**src/assert_macros.svh**
```systemverilog
`ifndef ASSERT_MACROS_SVH
`define ASSERT_MACROS_SVH

// Both macros expect clk and rst to be visible where they are used.

// Condition c must hold in the same cycle as a.
`define ASSERT_IMPL(label, a, c, msg) \
  label: assert property (@(posedge clk) disable iff (rst) (a) |-> (c)) else $error(msg);

// Condition c must hold in the cycle after a.
`define ASSERT_NEXT(label, a, c, msg) \
  label: assert property (@(posedge clk) disable iff (rst) (a) |=> (c)) else $error(msg);

`endif

```
**src/tct_pkg.sv**
```systemverilog
package tct_pkg;

  localparam int MAX_FINGERS_DEF = 16;
  localparam int MAX_BUTTONS_DEF = 64;
  localparam int POS_W           = 32;
  localparam int BTN_OUT_W       = 7;

  typedef enum logic [1:0] {
    KIND_BEGIN  = 2'd0,
    KIND_UPDATE = 2'd1,
    KIND_FINISH = 2'd2
  } req_kind_t;

  typedef enum logic [1:0] {
    ST_OK        = 2'd0,
    ST_UNKNOWN   = 2'd1,
    ST_FULL      = 2'd2,
    ST_NO_BUTTON = 2'd3
  } status_t;

  typedef struct packed {
    logic signed [POS_W-1:0] x;
    logic signed [POS_W-1:0] y;
    logic signed [POS_W-1:0] z;
  } pos_t;

  typedef struct packed {
    logic [1:0]        req_type;
    logic [POS_W-1:0]  finger_id;
    pos_t              pos;
  } req_t;

  typedef struct packed {
    status_t                status;
    logic [BTN_OUT_W-1:0]   button;
    pos_t                   pos;
    pos_t                   motion;
  } res_t;

  // Contact table write command
  typedef struct packed {
    logic set;
    logic pos_we;
    logic clear;
  } tbl_cmd_t;

  // Button allocator request
  typedef struct packed {
    logic take;
    logic give;
  } alloc_req_t;

endpackage

```
**src/tct_if.sv**
```systemverilog
interface tct_req_if;
  logic               valid;
  logic               ready;
  logic [1:0]         req_type;
  logic [31:0]        finger_id;
  logic signed [31:0] pos_x;
  logic signed [31:0] pos_y;
  logic signed [31:0] pos_z;

  modport source (output valid, req_type, finger_id, pos_x, pos_y, pos_z, input ready);
  modport sink   (input valid, req_type, finger_id, pos_x, pos_y, pos_z, output ready);
endinterface

interface tct_rsp_if;
  logic               valid;
  logic               ready;
  logic [1:0]         status;
  logic [6:0]         button;
  logic signed [31:0] out_x;
  logic signed [31:0] out_y;
  logic signed [31:0] out_z;
  logic signed [31:0] motion_x;
  logic signed [31:0] motion_y;
  logic signed [31:0] motion_z;

  modport source (output valid, status, button, out_x, out_y, out_z,
                  motion_x, motion_y, motion_z, input ready);
  modport sink   (input valid, status, button, out_x, out_y, out_z,
                  motion_x, motion_y, motion_z, output ready);
endinterface

```
**src/tct_ram.sv**
```systemverilog
module tct_ram #(
  parameter int WIDTH = 8,
  parameter int DEPTH = 64
) (
  input  logic                                   clk,
  input  logic                                   we,
  input  logic [(DEPTH > 1 ? $clog2(DEPTH) : 1)-1:0] waddr,
  input  logic [WIDTH-1:0]                       wdata,
  input  logic [(DEPTH > 1 ? $clog2(DEPTH) : 1)-1:0] raddr,
  output logic [WIDTH-1:0]                       rdata
);

  logic [WIDTH-1:0] mem [DEPTH];

  always_ff @(posedge clk) begin
    if (we) begin
      mem[waddr] <= wdata;
    end
    rdata <= mem[raddr];
  end

endmodule

```
**src/tct_button_alloc.sv**
```systemverilog
`include "assert_macros.svh"

module tct_button_alloc import tct_pkg::*; #(
  parameter int MAX_BUTTONS = MAX_BUTTONS_DEF,
  parameter int BTN_W       = $clog2(MAX_BUTTONS + 1)
) (
  input  logic             clk,
  input  logic             rst,
  input  alloc_req_t       req,
  input  logic [BTN_W-1:0] give_button,
  output logic             avail,
  output logic [BTN_W-1:0] alloc_button
);

  localparam int AW = (MAX_BUTTONS > 1) ? $clog2(MAX_BUTTONS) : 1;

  logic [BTN_W-1:0] hw, hw_next;
  logic [BTN_W-1:0] count, count_next;
  logic [BTN_W-1:0] top, top_next;
  logic             use_ram;
  logic [BTN_W-1:0] rdata;
  logic [BTN_W-1:0] eff_top;
  logic [BTN_W-1:0] count_m1, count_m2;
  logic             pop, push, ram_we;

  // Top of stack lives in a register; the rest sits in RAM. After a pop the
  // new top comes out of the RAM read port in the next cycle.
  assign eff_top  = use_ram ? rdata : top;
  assign count_m1 = count - BTN_W'(1);
  assign count_m2 = count - BTN_W'(2);

  assign avail        = (count != '0) || (hw < BTN_W'(MAX_BUTTONS));
  assign alloc_button = (count != '0) ? eff_top : hw + BTN_W'(1);

  always_comb begin
    pop        = req.take && (count != '0);
    push       = 1'b0;
    hw_next    = hw;
    count_next = count;
    top_next   = eff_top;
    if (req.take) begin
      if (count != '0) begin
        count_next = count_m1;
      end else begin
        hw_next = hw + BTN_W'(1);
      end
    end else if (req.give) begin
      if (hw == give_button) begin
        hw_next = hw - BTN_W'(1);
      end else if (count < BTN_W'(MAX_BUTTONS)) begin
        push       = 1'b1;
        count_next = count + BTN_W'(1);
        top_next   = give_button;
      end
    end
  end

  // Push spills the old top into RAM.
  assign ram_we = push && (count != '0);

  tct_ram #(
    .WIDTH (BTN_W),
    .DEPTH (MAX_BUTTONS)
  ) u_stack_ram (
    .clk   (clk),
    .we    (ram_we),
    .waddr (count_m1[AW-1:0]),
    .wdata (eff_top),
    .raddr (count_m2[AW-1:0]),
    .rdata (rdata)
  );

  always_ff @(posedge clk) begin
    if (rst) begin
      hw      <= '0;
      count   <= '0;
      use_ram <= 1'b0;
    end else begin
      hw      <= hw_next;
      count   <= count_next;
      use_ram <= pop;
    end
  end

  always_ff @(posedge clk) begin
    top <= top_next;
  end

  `ASSERT_NEXT(pop_lowers_count, req.take && count != '0, count == $past(count) - 1, "pop did not lower count")
  `ASSERT_NEXT(give_top_lowers_hw, req.give && hw == give_button, hw == $past(hw) - 1, "freeing top did not lower high-water mark")
  `ASSERT_IMPL(count_in_range, 1'b1, count <= BTN_W'(MAX_BUTTONS) && hw <= BTN_W'(MAX_BUTTONS), "stack count or high-water mark out of range")

endmodule

```
**src/tct_contact_table.sv**
```systemverilog
module tct_contact_table import tct_pkg::*; #(
  parameter int MAX_FINGERS = MAX_FINGERS_DEF,
  parameter int BTN_W       = 7,
  parameter int FW          = (MAX_FINGERS > 1) ? $clog2(MAX_FINGERS) : 1
) (
  input  logic             clk,
  input  logic             rst,
  input  logic [31:0]      finger,
  input  tbl_cmd_t         cmd,
  input  logic [FW-1:0]    wr_idx,
  input  logic [BTN_W-1:0] wr_button,
  input  pos_t             wr_pos,
  output logic             hit,
  output logic [FW-1:0]    hit_idx,
  output logic             free_found,
  output logic [FW-1:0]    free_idx,
  output logic [BTN_W-1:0] rd_button,
  output pos_t             rd_pos
);

  logic [MAX_FINGERS-1:0] valid;
  logic [31:0]            ent_finger [MAX_FINGERS];
  logic [BTN_W-1:0]       ent_button [MAX_FINGERS];
  pos_t                   ent_pos    [MAX_FINGERS];
  logic [MAX_FINGERS-1:0] match;

  always_comb begin
    for (int i = 0; i < MAX_FINGERS; i++) begin
      match[i] = valid[i] && (ent_finger[i] == finger);
    end
  end

  // Lowest index wins for both searches.
  always_comb begin
    hit_idx  = '0;
    free_idx = '0;
    for (int i = MAX_FINGERS - 1; i >= 0; i--) begin
      if (match[i]) begin
        hit_idx = FW'(i);
      end
      if (!valid[i]) begin
        free_idx = FW'(i);
      end
    end
  end

  assign hit        = |match;
  assign free_found = ~&valid;
  assign rd_button  = ent_button[hit_idx];
  assign rd_pos     = ent_pos[hit_idx];

  always_ff @(posedge clk) begin
    if (rst) begin
      valid <= '0;
    end else if (cmd.set) begin
      valid[wr_idx] <= 1'b1;
    end else if (cmd.clear) begin
      valid[wr_idx] <= 1'b0;
    end
  end

  always_ff @(posedge clk) begin
    if (cmd.set) begin
      ent_finger[wr_idx] <= finger;
      ent_button[wr_idx] <= wr_button;
    end
    if (cmd.set || cmd.pos_we) begin
      ent_pos[wr_idx] <= wr_pos;
    end
  end

endmodule

```
**src/touch_contact_tracker.sv**
```systemverilog
// Touch contact tracker: takes begin, update and finish events for a finger
// id with an x/y/z position and returns one result beat per event, carrying
// a status, the finger's button number, the stored position and the motion
// (old minus new) since the previous event. One event per clock is sustained
// while rsp.ready takes each beat; an event held in the input register moves
// its result into the output register once that register is empty or being
// taken. The rate is set by the loop that matches the finger id against all
// contact entries in parallel and updates the table and the button free stack
// in the same cycle; the free stack's top is kept in a register so its RAM's
// registered read never stalls a begin. No clearing pass follows reset.
`include "assert_macros.svh"

module touch_contact_tracker import tct_pkg::*; #(
  parameter int MAX_FINGERS = MAX_FINGERS_DEF,
  parameter int MAX_BUTTONS = MAX_BUTTONS_DEF
) (
  input logic        clk,
  input logic        rst,
  tct_req_if.sink    req,
  tct_rsp_if.source  rsp
);

  localparam int FW    = (MAX_FINGERS > 1) ? $clog2(MAX_FINGERS) : 1;
  localparam int BTN_W = $clog2(MAX_BUTTONS + 1);

  logic             in_vld, out_vld, adv, fire;
  req_t             in_q;
  res_t             out_q, res;
  tbl_cmd_t         tcmd;
  alloc_req_t       areq;
  logic [FW-1:0]    wr_idx, hit_idx, free_idx;
  logic             hit, free_found, avail;
  logic [BTN_W-1:0] rd_button, alloc_btn;
  pos_t             rd_pos;

  assign adv       = !out_vld || rsp.ready;
  assign req.ready = !in_vld || adv;
  assign fire      = in_vld && adv;

  always_ff @(posedge clk) begin
    if (rst) begin
      in_vld  <= 1'b0;
      out_vld <= 1'b0;
    end else begin
      if (req.ready) begin
        in_vld <= req.valid;
      end
      if (adv) begin
        out_vld <= in_vld;
      end
    end
  end

  always_ff @(posedge clk) begin
    if (req.valid && req.ready) begin
      in_q.req_type  <= req.req_type;
      in_q.finger_id <= req.finger_id;
      in_q.pos.x     <= req.pos_x;
      in_q.pos.y     <= req.pos_y;
      in_q.pos.z     <= req.pos_z;
    end
    if (fire) begin
      out_q <= res;
    end
  end

  tct_contact_table #(
    .MAX_FINGERS (MAX_FINGERS),
    .BTN_W       (BTN_W),
    .FW          (FW)
  ) u_table (
    .clk        (clk),
    .rst        (rst),
    .finger     (in_q.finger_id),
    .cmd        (tcmd),
    .wr_idx     (wr_idx),
    .wr_button  (alloc_btn),
    .wr_pos     (in_q.pos),
    .hit        (hit),
    .hit_idx    (hit_idx),
    .free_found (free_found),
    .free_idx   (free_idx),
    .rd_button  (rd_button),
    .rd_pos     (rd_pos)
  );

  tct_button_alloc #(
    .MAX_BUTTONS (MAX_BUTTONS),
    .BTN_W       (BTN_W)
  ) u_alloc (
    .clk          (clk),
    .rst          (rst),
    .req          (areq),
    .give_button  (rd_button),
    .avail        (avail),
    .alloc_button (alloc_btn)
  );

  // Error and reserved events leave all payload at zero and state untouched.
  always_comb begin
    res        = '0;
    res.status = ST_OK;
    tcmd       = '0;
    areq       = '0;
    wr_idx     = hit_idx;
    case (req_kind_t'(in_q.req_type))
      KIND_BEGIN: begin
        if (!(hit || free_found)) begin
          res.status = ST_FULL;
        end else if (!avail) begin
          res.status = ST_NO_BUTTON;
        end else begin
          tcmd.set   = fire;
          areq.take  = fire;
          wr_idx     = hit ? hit_idx : free_idx;
          res.button = BTN_OUT_W'(alloc_btn);
          res.pos    = in_q.pos;
        end
      end
      KIND_UPDATE, KIND_FINISH: begin
        if (!hit) begin
          res.status = ST_UNKNOWN;
        end else begin
          tcmd.pos_we  = fire;
          res.button   = BTN_OUT_W'(rd_button);
          res.pos      = in_q.pos;
          res.motion.x = rd_pos.x - in_q.pos.x;
          res.motion.y = rd_pos.y - in_q.pos.y;
          res.motion.z = rd_pos.z - in_q.pos.z;
          if (in_q.req_type == KIND_FINISH) begin
            tcmd.clear = fire;
            areq.give  = fire;
          end
        end
      end
      default: begin
        res.status = ST_OK;
      end
    endcase
  end

  assign rsp.valid    = out_vld;
  assign rsp.status   = out_q.status;
  assign rsp.button   = out_q.button;
  assign rsp.out_x    = out_q.pos.x;
  assign rsp.out_y    = out_q.pos.y;
  assign rsp.out_z    = out_q.pos.z;
  assign rsp.motion_x = out_q.motion.x;
  assign rsp.motion_y = out_q.motion.y;
  assign rsp.motion_z = out_q.motion.z;

  `ASSERT_IMPL(err_beat_zero, out_vld && out_q.status != ST_OK, out_q.button == '0 && out_q.motion == '0 && out_q.pos == '0, "error beat carries payload")
  `ASSERT_IMPL(take_nonzero, areq.take, alloc_btn != '0, "allocated button zero")
  `ASSERT_IMPL(take_give_excl, fire, !(areq.take && areq.give) && !(tcmd.set && tcmd.clear), "conflicting state updates")

endmodule
```
**src/flat_wrapper.sv**
```systemverilog
// flat-port wrapper written by rule: the top's interface ports become plain ports
module touch_contact_tracker_flat import tct_pkg::*;
#(
  parameter int MAX_FINGERS = MAX_FINGERS_DEF,
  parameter int MAX_BUTTONS = MAX_BUTTONS_DEF
)
  (clk, rst, req_valid, req_req_type, req_finger_id, req_pos_x, req_pos_y, req_pos_z, req_ready, rsp_valid, rsp_status, rsp_button, rsp_out_x, rsp_out_y, rsp_out_z, rsp_motion_x, rsp_motion_y, rsp_motion_z, rsp_ready);
  tct_req_if req_i ();
  tct_rsp_if rsp_i ();
  input logic clk;
  input logic rst;
  input wire logic [$bits(req_i.valid)-1:0] req_valid;
  input wire logic [$bits(req_i.req_type)-1:0] req_req_type;
  input wire logic [$bits(req_i.finger_id)-1:0] req_finger_id;
  input wire logic [$bits(req_i.pos_x)-1:0] req_pos_x;
  input wire logic [$bits(req_i.pos_y)-1:0] req_pos_y;
  input wire logic [$bits(req_i.pos_z)-1:0] req_pos_z;
  output wire logic [$bits(req_i.ready)-1:0] req_ready;
  output wire logic [$bits(rsp_i.valid)-1:0] rsp_valid;
  output wire logic [$bits(rsp_i.status)-1:0] rsp_status;
  output wire logic [$bits(rsp_i.button)-1:0] rsp_button;
  output wire logic [$bits(rsp_i.out_x)-1:0] rsp_out_x;
  output wire logic [$bits(rsp_i.out_y)-1:0] rsp_out_y;
  output wire logic [$bits(rsp_i.out_z)-1:0] rsp_out_z;
  output wire logic [$bits(rsp_i.motion_x)-1:0] rsp_motion_x;
  output wire logic [$bits(rsp_i.motion_y)-1:0] rsp_motion_y;
  output wire logic [$bits(rsp_i.motion_z)-1:0] rsp_motion_z;
  input wire logic [$bits(rsp_i.ready)-1:0] rsp_ready;
  assign req_i.valid = req_valid;
  assign req_i.req_type = req_req_type;
  assign req_i.finger_id = req_finger_id;
  assign req_i.pos_x = req_pos_x;
  assign req_i.pos_y = req_pos_y;
  assign req_i.pos_z = req_pos_z;
  assign req_ready = req_i.ready;
  assign rsp_valid = rsp_i.valid;
  assign rsp_status = rsp_i.status;
  assign rsp_button = rsp_i.button;
  assign rsp_out_x = rsp_i.out_x;
  assign rsp_out_y = rsp_i.out_y;
  assign rsp_out_z = rsp_i.out_z;
  assign rsp_motion_x = rsp_i.motion_x;
  assign rsp_motion_y = rsp_i.motion_y;
  assign rsp_motion_z = rsp_i.motion_z;
  assign rsp_i.ready = rsp_ready;
  touch_contact_tracker #(.MAX_FINGERS(MAX_FINGERS), .MAX_BUTTONS(MAX_BUTTONS)) u_core (.clk(clk), .rst(rst), .req(req_i), .rsp(rsp_i));
endmodule
```
**config.mk**
```make
export PLATFORM = sky130hd
export DESIGN_NAME = touch_contact_tracker_flat
export DESIGN_NICKNAME = d
export VERILOG_FILES = /design/src/tct_pkg.sv /design/src/tct_if.sv /design/src/tct_ram.sv /design/src/tct_button_alloc.sv /design/src/tct_contact_table.sv /design/src/touch_contact_tracker.sv /design/src/flat_wrapper.sv
export VERILOG_INCLUDE_DIRS = /design/src /design/src/src
export SDC_FILE = /design/constraint.sdc
export NUM_CORES = 2
export LEC_CHECK = 0
export BUFFER_PORTS_ARGS = -buffer_cell sky130_fd_sc_hd__buf_4
export CORE_ASPECT_RATIO = 1.75
export CORE_MARGIN = 3
export CORE_UTILIZATION = 45
export DETAILED_ROUTE_END_ITERATION = 8
export HOLD_SLACK_MARGIN = 0.15
export SLEW_MARGIN = 30
export SYNTH_ARGS = -nofsm -noshare
export SYNTH_HDL_FRONTEND = slang
export SYNTH_SLANG_ARGS = --single-unit
```
**constraint.sdc**
```tcl
create_clock -name clk -period 23.7 [get_ports clk]
set_input_delay 2.37 -clock clk [delete_from_list [all_inputs] [get_ports clk]]
set_output_delay 2.37 -clock clk [all_outputs]
set_load 0.01 [all_outputs]
```
==> out/summary.json <==
{
  "pint": {"value": 8.48, "unit": "mW"},
  "postRouteAntennaNets": {"value": 0},
  "cp_data_required_time": {"value": 24310, "unit": "ps"},
  "post_cts_setup_buffer_count": {"value": 0},
  "timing.critical_path.to_type": {"value": "register"},
  "synthDistinctLibCells": {"value": 94},
  "avgViaCountPerCell": {"value": 5.92},
  "min_path_cells": {"value": 2},
  "fraction_of_registers_with_async_set_reset": {"value": 0, "unit": "%"},
  "timing.hold.worst.class": {"value": "reg -> reg"},
  "cts_resized": {"value": 0},
  "worstReg2RegStart": {"value": "u_core.in_q[99]$_DFFE_PP_"},
  "ys_warn_count": {"value": 0},
  "clock.fmax": {"value": 91.1, "unit": "MHz"},
  "edff_count_synth": {"value": 2939},
  "starting_utilization_of_the_core_area": {"value": 45.3, "unit": "%"},
  "cp_slowest_stage_delay": {"value": 860, "unit": "ps"},
  "worstSetupStartpoint": {"value": "u_core.in_q[99]$_DFFE_PP_"},
  "period_minus_slack": {"value": 10970, "unit": "ps"},
  "synthesis.area": {"value": 124000, "unit": "µm²"},
  "worstPathArrival": {"value": 11580, "unit": "ps"},
  "route.vias.total": {"value": 71200},
  "drt_pass1_iterations": {"value": 6},
  "syn_nets": {"value": 8095},
  "setup.worst_path.end": {"value": "u_core.rsp.motion_x[30]$_SDFFCE_PN0P_"},
  "maxSlewHeadroom": {"value": 25.8, "unit": "%"},
  "placed_cells": {"value": 11500},
  "mean_area_per_synthesized_cell": {"value": 15.8, "unit": "µm²"},
  "critical_path.slowest_cell": {"value": "sky130_fd_sc_hd__nor4_1"},
  "timing.rr.end": {"value": "u_core.rsp.motion_x[30]$_SDFFCE_PN0P_"},
  "cts.reportedPaths.clkPinSlew": {"value": 60, "unit": "ps"},
  "setup-violations-final": {"value": 0},
  "timing.reg2reg.setup_slack": {"value": 12730, "unit": "ps"},
  "detailedPlacementHpwl": {"value": 219000, "unit": "µm"},
  "fin_crit_sh": {"value": 46.3, "unit": "%"},
  "grt_overflow_total": {"value": 0},
  "cts_max_level": {"value": 5},
  "clock-sinks": {"value": 2986},
  "core_area": {"value": 274000, "unit": "µm²"},
  "area_growth": {"value": 12.9, "unit": "%"},
  "path_class": {"value": "reg -> reg"},
  "switching_share": {"value": 21.4, "unit": "%"},
  "clockRootBuffer": {"value": "sky130_fd_sc_hd__clkbuf_16"},
  "post-place-ws": {"value": 13010, "unit": "ps"},
  "rsz_0062_raised_after_global_routing": {"value": "no"},
  "layout_setup_ws": {"value": 12730, "unit": "ps"},
  "clkLatencyLatePin": {"value": 880, "unit": "ps"},
  "power.density_cell_area": {"value": 76.9, "unit": "nW/µm²"},
  "layout.nets": {"value": 8471},
  "pin_count_of_the_biggest_net_entering_global_routing": {"value": 174},
  "transition_time_at_the_pin_with_the_least_slew_margin": {"value": 1110, "unit": "ps"},
  "die_h": {"value": 701, "unit": "µm"},
  "drc_violation_count_after_routing": {"value": 0},
  "wire_length_of_the_first_global_routing_pass": {"value": 518000, "unit": "µm"},
  "grt_usage": {"value": 25.3, "unit": "%"},
  "dr_wl_cell": {"value": 30.2, "unit": "µm"},
  "via_count_of_the_first_global_routing_pass": {"value": 71800},
  "gp_congestion": {"value": 0.972},
  "synth.ff_latch_count": {"value": 2986},
  "r2r_cell_count": {"value": 34},
  "detailedRoute.firstIterationViolations": {"value": 6059},
  "p_switching": {"value": 2.30, "unit": "mW"},
  "gate_count_after_technology_mapping": {"value": 7855},
  "io_buffers": {"value": 336},
  "ir_drop": {"value": 0.0000695, "unit": "V"},
  "tritoncts_clock_tree": {"value": "yes"},
  "clockPowerShare": {"value": 41.6, "unit": "%"},
  "die_width": {"value": 403, "unit": "µm"},
  "cts-root-to-sink-buffers": {"value": 4},
  "finalNonFillerCells": {"value": 12000},
  "finalClockSkew": {"value": 56.0, "unit": "ps"},
  "power.leakage": {"value": 44.3, "unit": "nW"},
  "outcome": {"value": "completed"},
  "worst_setup_path_start_kind": {"value": "register"},
  "cts.hold.buffers_added": {"value": 0},
  "route.final.wire_length": {"value": 363000, "unit": "µm"},
  "final_core_utilization": {"value": 51.2, "unit": "%"},
  "fp.dieArea": {"value": 283000, "unit": "µm²"},
  "synth-main-ff-cell": {"value": "sky130_fd_sc_hd__edfxtp_1"},
  "tns": {"value": 0, "unit": "ps"},
  "p_total": {"value": 10.8, "unit": "mW"},
  "cts-buffers-inserted": {"value": 288},
  "power.share.combinational": {"value": 3.7, "unit": "%"},
  "seq_area_frac_synth": {"value": 71.8, "unit": "%"},
  "cp_max_fo": {"value": 125},
  "row_count": {"value": 254},
  "report.final.slew_viol_count": {"value": 0},
  "drive_above_1_share": {"value": 13.8, "unit": "%"},
  "max_cap_viol_count": {"value": 0},
  "power_frac_seq": {"value": 54.7, "unit": "%"},
  "hold_viol_final": {"value": 0},
  "antenna_found_initial": {"value": 17},
  "io_pins": {"value": 337}
}
[through the flow]
step	hold slack [ps]	area [µm²]
after floorplan	478	124000
after global placement	501	131000
after detailed placement	518	131000
after CTS	525	140000
after global routing	553	140000
final	520	140000
[cell usage in the layout (no fill, tap or decap), types with 193 or more instances in the layout]
master / count
sky130_fd_sc_hd__a211oi_1: 647
sky130_fd_sc_hd__a21oi_1: 381
sky130_fd_sc_hd__and2_1: 397
sky130_fd_sc_hd__buf_4: 492
sky130_fd_sc_hd__clkbuf_16: 300
sky130_fd_sc_hd__edfxtp_1: 2939
sky130_fd_sc_hd__mux2i_1: 460
sky130_fd_sc_hd__nor2_1: 233
sky130_fd_sc_hd__nor4_1: 193
sky130_fd_sc_hd__xor2_1: 490
[cell usage after synthesis, types with 27 or more instances]
library cell               count  share of area [%]
sky130_fd_sc_hd__dfxtp_1      47               0.76
sky130_fd_sc_hd__nor2b_1      44               0.22
sky130_fd_sc_hd__nand4_1      61               0.31
sky130_fd_sc_hd__nor3_1      181               0.73
sky130_fd_sc_hd__nor2_1      251               0.76
sky130_fd_sc_hd__clkbuf_1    324               0.98
sky130_fd_sc_hd__nor4_1      198                1.0
sky130_fd_sc_hd__mux4_2      140                2.5
sky130_fd_sc_hd__o21ai_0      86               0.35
sky130_fd_sc_hd__and2_0       74               0.37
sky130_fd_sc_hd__and3_1       28               0.14
sky130_fd_sc_hd__mux2i_1     461                3.7
sky130_fd_sc_hd__and2_1      398                2.0
sky130_fd_sc_hd__buf_6        40               0.36
sky130_fd_sc_hd__a211oi_1    647                3.9
sky130_fd_sc_hd__nand3_1      88               0.35
sky130_fd_sc_hd__nand2_1     177               0.53
sky130_fd_sc_hd__edfxtp_1   2939                 71
sky130_fd_sc_hd__a21oi_1     385                1.6
sky130_fd_sc_hd__xnor2_1     106               0.75
sky130_fd_sc_hd__or3_1        27               0.14
sky130_fd_sc_hd__inv_1       160               0.48
sky130_fd_sc_hd__xor2_1      497                3.5
sky130_fd_sc_hd__buf_1        30              0.091
sky130_fd_sc_hd__ha_1        103                1.0
[power groups by stage]
stage / sequential, mW / combinational, mW / clock (mW)
floorplan: 6.01 / 0.209 / 0
global placement: 6.01 / 0.399 / 0
detailed placement: 6.01 / 0.405 / 0
CTS: 5.90 / 0.407 / 4.58
global route: 5.90 / 0.430 / 4.77
finish: 5.90 / 0.404 / 4.48
[metal layers]
| metal | up-vias | wire length [µm] | global-route usage [%] | share of wire (%) |
|---|---|---|---|---|
| met5 | - | 13 | 0 | 0.0036 |
| met4 | 2 | 19500 | 12.2 | 5.4 |
| met3 | 658 | 19200 | 3.00 | 5.3 |
| met2 | 2528 | 182000 | 43.4 | 50 |
| met1 | 36800 | 143000 | 31.9 | 39 |
| li1 | 31200 | - | - | - |
[how the worst min path moves through the flow]
stage | startpoint | endpoint | slack, ps
2_1_floorplan | u_core.in_vld$_SDFFE_PP0N_ | u_core.rsp.valid$_SDFFE_PP0P_ | 480
3_3_place_gp | u_core.in_vld$_SDFFE_PP0N_ | u_core.rsp.valid$_SDFFE_PP0P_ | 500
3_5_place_dp | u_core.in_vld$_SDFFE_PP0N_ | u_core.rsp.valid$_SDFFE_PP0P_ | 520
4_1_cts | u_core.in_vld$_SDFFE_PP0N_ | u_core.rsp.valid$_SDFFE_PP0P_ | 530
5_1_grt | u_core.in_vld$_SDFFE_PP0N_ | u_core.rsp.valid$_SDFFE_PP0P_ | 550
6_report | u_core.in_vld$_SDFFE_PP0N_ | u_core.rsp.valid$_SDFFE_PP0P_ | 520
[sequential cells by signal, indices dropped and copies added, names as in the netlist, 32 cells and up, named ones only]
signal / flops
u_core.in_q: 130
u_core.rsp.motion_x: 32
u_core.rsp.motion_y: 32
u_core.rsp.motion_z: 32
u_core.rsp.out_x: 32
u_core.rsp.out_y: 32
u_core.rsp.out_z: 32
u_core.u_alloc.u_stack_ram.mem: 448
u_core.u_table.ent_button: 112
u_core.u_table.ent_finger: 512
u_core.u_table.ent_pos: 1536
[cell type report]
class / count / area [µm²]
inverter: 160 / 601
clock inverter: 139 / 1170
clock buffer: 355 / 7720
tap: 3584 / 4480
antenna: 10 / 25.0
timing repair buffer: 525 / 4340
multi-input combinational: 4270 / 32800
sequential: 2986 / 89200
fill: 22500 / 134000
[critical path, delay by kind of cell, from the launching register on]
family,cells,cell delay (ps)
simple gates,8,2410
buf+inv,5,2330
compound gates,18,4680
fa+ha+maj,1,350
xor+xnor,2,370
flops,1,340
[logic make-up (layout without fill, tap and decap cells)]
family | Yosys count | count (layout) | synth area share, %
AOI/OAI and AO/OA | 1283 | 1283 | 6.90
xor gates and xnor gates | 603 | 603 | 4.25
adders and majority gates | 106 | 106 | 1.09
buffers and inverters | 599 | 1179 | 2.14
DFF | 2986 | 2986 | 71.8
muxes | 627 | 627 | 6.50
other | 0 | 10 | 0
and+or+nand+nor | 1651 | 1651 | 7.35
No activity file was read; power rests on OpenSTA's default activity.
